`src/rtl/slml_pkg.sv`:
```
// ----------------------------------------------------------------------------
// slml_pkg
// Shared codes and control types for the single-linkage merge-level core.
// ----------------------------------------------------------------------------
`default_nettype none

package slml_pkg;

	// command codes
	localparam logic [1:0] CMD_MERGE = 2'd0;
	localparam logic [1:0] CMD_READ  = 2'd1;
	localparam logic [1:0] CMD_CLEAR = 2'd2;

	// result status codes
	localparam logic [1:0] ST_OK    = 2'd0;
	localparam logic [1:0] ST_RANGE = 2'd1;
	localparam logic [1:0] ST_SAME  = 2'd2;
	localparam logic [1:0] ST_MANY  = 2'd3;

	// node_count after reset
	localparam logic [4:0] NODE_COUNT_RESET = 5'd16;

	// control from the sequencer to the label unit
	typedef struct packed {
		logic reset_all;   // every node back to its own label
		logic load_masks;  // capture membership of components A and B
		logic relabel;     // move component B onto label A
	} lbl_ctrl_t;

endpackage

`default_nettype wire

```
`src/rtl/slml_labels.sv`:
```
// ----------------------------------------------------------------------------
// slml_labels
// Component labels, one per node, with a single read port and registered
// membership masks for the two components being merged.
// ----------------------------------------------------------------------------
`default_nettype none

module slml_labels
	import slml_pkg::*;
#(
	parameter int MAX_NODES = 16
) (
	input  wire  logic                               clk,
	input  wire  logic                               arst_n,
	input  wire  lbl_ctrl_t                          ctrl,
	input  wire  logic [$clog2(MAX_NODES)-1:0]       rd_idx,
	output logic       [$clog2(MAX_NODES)-1:0]       rd_label,
	input  wire  logic [$clog2(MAX_NODES)-1:0]       la,
	input  wire  logic [$clog2(MAX_NODES)-1:0]       lb,
	input  wire  logic [$clog2(MAX_NODES+1)-1:0]     n,
	output logic       [MAX_NODES-1:0]               in_a,
	output logic       [MAX_NODES-1:0]               in_b
);

	localparam int NODE_W = $clog2(MAX_NODES);

	logic [NODE_W-1:0]    labels_q [MAX_NODES];
	logic [MAX_NODES-1:0] in_a_q;
	logic [MAX_NODES-1:0] in_b_q;

	// single read port
	assign rd_label = labels_q[rd_idx];
	assign in_a     = in_a_q;
	assign in_b     = in_b_q;

	// labels: reset to identity, relabel B onto A in one pass
	always_ff @(posedge clk or negedge arst_n) begin
		if (!arst_n) begin
			for (int i = 0; i < MAX_NODES; i++) begin
				labels_q[i] <= NODE_W'(i);
			end
		end else if (ctrl.reset_all) begin
			for (int i = 0; i < MAX_NODES; i++) begin
				labels_q[i] <= NODE_W'(i);
			end
		end else if (ctrl.relabel) begin
			for (int i = 0; i < MAX_NODES; i++) begin
				if (in_b_q[i]) begin
					labels_q[i] <= la;
				end
			end
		end
	end

	// membership masks, limited to the active nodes
	always_ff @(posedge clk or negedge arst_n) begin
		if (!arst_n) begin
			in_a_q <= '0;
			in_b_q <= '0;
		end else if (ctrl.load_masks) begin
			for (int i = 0; i < MAX_NODES; i++) begin
				in_a_q[i] <= (labels_q[i] == la) && (i < int'(n));
				in_b_q[i] <= (labels_q[i] == lb) && (i < int'(n));
			end
		end
	end

endmodule

`default_nettype wire

```
`config.mk`:
```
export PLATFORM = sky130hd
export DESIGN_NAME = slml_labels
export DESIGN_NICKNAME = d
export VERILOG_FILES = /design/src/rtl/slml_pkg.sv /design/src/rtl/slml_labels.sv
export SDC_FILE = /design/constraint.sdc
export NUM_CORES = 1
export LEC_CHECK = 0
export BUFFER_PORTS_ARGS = -buffer_cell sky130_fd_sc_hd__buf_2
export CAP_MARGIN = 20
export CORE_MARGIN = 2
export CORE_UTILIZATION = 34
export DETAILED_ROUTE_END_ITERATION = 10
export SLEW_MARGIN = 20
export SYNTH_ARGS = -nofsm -noshare
export SYNTH_HDL_FRONTEND = slang
export SYNTH_SLANG_ARGS = --single-unit
```
`constraint.sdc`:
```
create_clock -name clk -period 3.7 [get_ports clk]
set_input_delay 0.555 -clock clk [delete_from_list [all_inputs] [get_ports clk]]
set_output_delay 0.555 -clock clk [all_outputs]
set_load 0.01 [all_outputs]
```
Word level (Yosys, flattened, before mapping)
Index checks and enable logic that the tools add are counted.
{"block": "op_classes", "n_addsub": 0, "n_mul": 0, "n_div": 0, "order_cmp": 17, "eq_ne": 32, "n_shift": 0, "n_mux": 21, "bitwise": 1, "n_reduce_logical": 65}
{"cell": "$eq 4x4->1", "count": 32}
{"cell": "$mux 64", "count": 2}
{"cell": "$mux 4", "count": 18}
{"cell": "$lt 4x5->1 const A", "count": 8}
{"cell": "$reduce_bool 2->1", "count": 17}
{"cell": "$logic_and 1x1->1", "count": 32}
{"cell": "$reduce_and 2->1", "count": 16}
{"cell": "$lt 3x5->1 const A", "count": 4}
{"cell": "$bmux 4 s4", "count": 1}
{"cell": "$lt 1x5->1 const A", "count": 2}
{"cell": "$lt 2x5->1 const A", "count": 2}
{"cell": "$ge 5x5->1 const B", "count": 1}
{"cell": "$not 4->5", "count": 1}
{"block": "totals", "regBits": 96, "latchBits": 0, "ram_bits": 0, "mem_bits_ro": 0, "input_bits": 22, "out_inout_bits": 36, "n_memories": 0}

Logic depth before layout (Yosys ltp)
{"block": "logic_depth", "word_depth": 4, "mapped_depth": 5, "depth_no_buf": 3}

Worst setup path before layout
OpenSTA, ideal clock, no wires.
{"block": "synth_path", "kind": "input port to output port", "startpoint": "input port rd_idx[1]", "endpoint": "output port rd_label[3]", "t_arrival_ns": 1.558, "slack_ns": 1.587, "path_stages": 4, "path_cell_list": "buf_2 > mux4_1 > a22oi_1 > nand3_1"}
{"block": "synth_via", "elab_chain_cells": 4}
{"item": "from (decl)", "line": "slml_labels.sv:16", "source": "input wire logic [$clog2(MAX_NODES)-1:0] rd_idx,"}
{"item": "$not 4->5 (implied by the code)", "line": "slml_labels.sv:32", "source": "assign rd_label = labels_q[rd_idx];"}
{"item": "$bmux 4 s4", "line": "slml_labels.sv:32"}
{"item": "$mux 4 (implied by the code) (2 in a row)", "line": "slml_labels.sv:32"}
{"item": "to (decl)", "line": "slml_labels.sv:17", "source": "output logic [$clog2(MAX_NODES)-1:0] rd_label,"}
No other way between the ends. The select of a mux whose other input is x is not followed.

Worst setup path in the final report
{"block": "layout_path", "startpoint": "input port rd_idx[0]", "endpoint": "output port rd_label[1]"}
The elaborated chain is that of the path after synthesis.

==> load_flow_metrics.sql <==
INSERT INTO impl_metrics (metric_group, metric, value, unit) VALUES
('run_status', 'run_status', 'complete, no violations', ''),
('detailed_routing', 'vias', '4923', ''),
('clock_tree', 'tritoncts_num_sinks', '96', ''),
('setup_path', 'crit_type', 'primary input to primary output', ''),
('die', 'top_level_ports', '58', ''),
('setup_path', 'critPathMaxFanout', '16', ''),
('sta', 'slew_at_the_pin_closest_to_its_max_slew_limit', '0.956', 'ns'),
('clock_tree', 'cts_hold_buf', '0', ''),
('sta', 'final.setup_skew', '0.00460', 'ns'),
('detailed_routing', 'drt.antenna.violating_nets', '0', ''),
('yosys', 'synth.yosys.seq_area_share', '40.6', '%'),
('yosys', 'synth-edff-count', '0', ''),
('sta', 'final_setup_viols', '0', ''),
('yosys', 'yosysWarningCount', '0', ''),
('die', 'core_area', '0.0173', 'mm²'),
('detailed_routing', 'postRouteWirelength', '17600', 'µm'),
('place', 'io_buffers', '57', ''),
('yosys', 'postSynthAreaPerCell', '9.84', 'µm²'),
('yosys', 'synth_cells', '612', ''),
('grt', 'grt_first_pass_wirelength', '28000', 'µm'),
('clock_tree', 'cts_max_path_buffers', '2', ''),
('clock_tree', 'clock_transition_at_the_registers_of_the_reported_paths', '0.06', 'ns'),
('yosys', 'cell_types_occupying_the_most_area_after_synthesis', 'dfrtp_1, xnor2_1, dfstp_2', ''),
('yosys', 'yosysTopAreaCellShare', '26.6', '%'),
('sta', 'rsz0062_at_grt', 'false', ''),
('die', 'design.die.area', '0.0188', 'mm²'),
('power_and_ir_drop', 'cellPowerDensity', '366', 'mW/mm²'),
('clock_tree', 'cts_htree_levels', '3', ''),
('min_path', 'hp-class', 'primary input to async pin', ''),
('setup_path', 'critical_path.endpoint_type', 'primary output', ''),
('clock_tree', 'clock_tree_from_tritoncts', 'yes', ''),
('die', 'chipHeight', '137', 'µm'),
('detailed_routing', 'detail_route.wl_per_cell', '20.4', 'µm'),
('cells_and_area', 'final_net_count', '653', ''),
('detailed_routing', 'drt_iter0_drc', '408', ''),
('sta', 'fin_tns_setup', '0', 'ns'),
('clock_tree', 'clock_insertion_delay_worst_skew', '0.35', 'ns'),
('die', 'start_util', '34.8', '%'),
('flow_run', 'drv.max_cap_violation_count', '0', ''),
('detailed_routing', 'drc_errors', '0', ''),
('cells_and_area', 'layout_common_cells', 'xnor2_1, dfrtp_1, nand2_1', ''),
('sta', 'final_max_slew_viol_count', '0', ''),
('clock_tree', 'post_cts_repair_setup_buffers', '0', ''),
('clock_tree', 'post_cts.resized_instances', '0', ''),
('sta', 'fin_worst_hold_slack', '0.242', 'ns'),
('grt', 'grt_pass1_vias', '4916', ''),
('sta', 'timing.max_slew.rel_slack', '36.2', '%'),
('yosys', 'synth.lib_cells_used.distinct', '35', ''),
('yosys', 'syn_nets', '634', ''),
('yosys', 'post_synthesis_cell_area', '0.00602', 'mm²'),
('clock_tree', 'cts.root.buffer_cell', 'clkbuf_16', ''),
('sta', 'post-route-min-period', '2.69', 'ns'),
('power_and_ir_drop', 'leakagePower', '0.00263', 'µW'),
('die', 'dieWidth', '137', 'µm'),
('sta', 'fmax', '372', 'MHz'),
('setup_path', 'worstPathRequired', '3.14', 'ns'),
('place', 'hpwl', '11300', 'µm'),
('yosys', 'synth_flop_cell', 'dfrtp_1', ''),
('place', 'final_wtd_congestion', '0.865', ''),
('die', 'placementRows', '48', ''),
('grt', 'grtUsageTotal', '19.7', '%'),
('yosys', 'postSynthRegisterBits', '96', ''),
('grt', 'global_route.overflow_total', '0', ''),
('cells_and_area', 'area.growth.synth_to_final', '11.3', '%'),
('grt', 'grt_max_degree', '83', ''),
('detailed_routing', 'drt-vias-per-instance', '5.70', ''),
('cells_and_area', 'drive_above_1_share', '17.0', '%'),
('sta', 'pnr_worst_setup_slack', '1.01', 'ns'),
('setup_path', 'setup.worst_path.start_class', 'primary input', ''),
('setup_path', 'worst-endpoint-arrival', '2.13', 'ns'),
('power_and_ir_drop', 'irDropWorstVdd', '0.236', 'mV'),
('yosys', 'synth_top_area_cell', 'dfrtp_1', ''),
('clock_tree', 'cts-buffers-inserted', '9', ''),
('grt', 'antenna_found_initial', '2', ''),
('sta', 'finalHoldViolations', '0', ''),
('place', 'dpl_worst_slack', '1.03', 'ns'),
('sta', 'min_period_over_period', '72.6', '%'),
('setup_path', 'reg2reg_depth', '3', ''),
('cells_and_area', 'most_common_library_cell_in_the_layout_ignoring_fill_and_taps', 'xnor2_1', ''),
('detailed_routing', 'number_of_iterations_in_the_first_detailed_routing_pass', '5', ''),
('yosys', 'ys_async_sr_fraction', '100', '%');
cell families (layout without fill, tap and decap cells):
logic type	Yosys count	count (layout)	synth area share (%)
other	0	2	0
and+or+nand+nor	177	177	14.9
DFF	96	96	40.6
AOI/OAI and AO/OA	114	114	13.1
muxes	16	16	6.92
xor gates and xnor gates	128	128	18.6
buffers and inverters	81	105	5.94
registers in the layout (all words and copies together) (netlist names):
| signal | flops |
|---|---|
| in_b | 16 |
| in_a | 16 |
| labels_q | 64 |
synthesized netlist by cell type (2+ instances only):
master,count
o21a_1,2
nand2b_1,3
o22ai_1,24
xnor2_1,118
dfrtp_1,64
o41ai_1,3
o21ai_0,7
nor2b_1,2
nand2_1,58
a211o_1,33
dfstp_2,32
nand3_1,50
o32ai_1,5
clkbuf_1,26
inv_1,29
buf_2,24
a22oi_1,3
and3_1,34
nand4_1,24
mux4_1,15
xor2_1,10
a21oi_1,33
final timing paths:
kind	startpoint	to	slack [ns]
max in group asynchronous	arst_n	labels_q[15]$_DFFE_PN1P_	2.63
setup / recovery	rd_idx[0]	rd_label[1]	1.01
min in group clk	in_a[13]$_DFFE_PN0P_	in_a[13]$_DFFE_PN0P_	0.52
hold reg to reg	in_a[13]$_DFFE_PN0P_	in_a[13]$_DFFE_PN0P_	0.52
setup reg to reg	labels_q[1]$_DFFE_PN1P_	in_a[15]$_DFFE_PN0P_	2.46
hold / removal	arst_n	in_a[4]$_DFFE_PN0P_	0.24
per-stage QoR:
| stage | power (µW) | instance area [µm²] | util, % | instances |
|---|---|---|---|---|
| floorplan | 1370 | 6020 | - | 612 |
| global placement | 1480 | 6380 | 36.9 | 845 |
| detailed placement | 1490 | 6380 | 36.9 | 845 |
| CTS | 2470 | 6690 | 38.7 | 861 |
| global route | 2550 | 6700 | 38.7 | 863 |
| finish | 2450 | 6700 | 38.7 | 863 |
where the power goes:
group | leakage (µW) | switching [µW] | internal, µW | total, µW
clock | 0.000149 | 400 | 580 | 980
combinational | 0.00126 | 216 | 134 | 350
sequential | 0.00122 | 38.5 | 1080 | 1120
total | 0.00263 | 654 | 1800 | 2450
worst max-delay path, cell delays in order:
cell and delay (ns):
buf_2 0.37, mux4_1 0.60, a22oi_1 0.28, nand3_1 0.15, buf_2 0.16
final cells by class:
type                    instances  area (µm²)
fillers                      1715       10600
multi-input cells             435        3220
well taps                     225         282
flip-flops and latches         96        2440
clock buffers                  14         274
diodes                          2        5.00
repair buffers                 60         329
clock inverters                 2        37.5
inverters                      29         109
routing by layer:
layer / part of all wire (%) / GRT usage (%) / wire (µm) / vias up
li1: - / - / - / 2229
met1: 45 / 26.3 / 7900 / 2491
met3: 4.9 / 3.07 / 863 / 35
met2: 47 / 31.4 / 8300 / 168
met5: 0 / 0 / 0 / -
met4: 2.9 / 8.82 / 503 / 0
No activity file was read; power rests on OpenSTA's default activity.
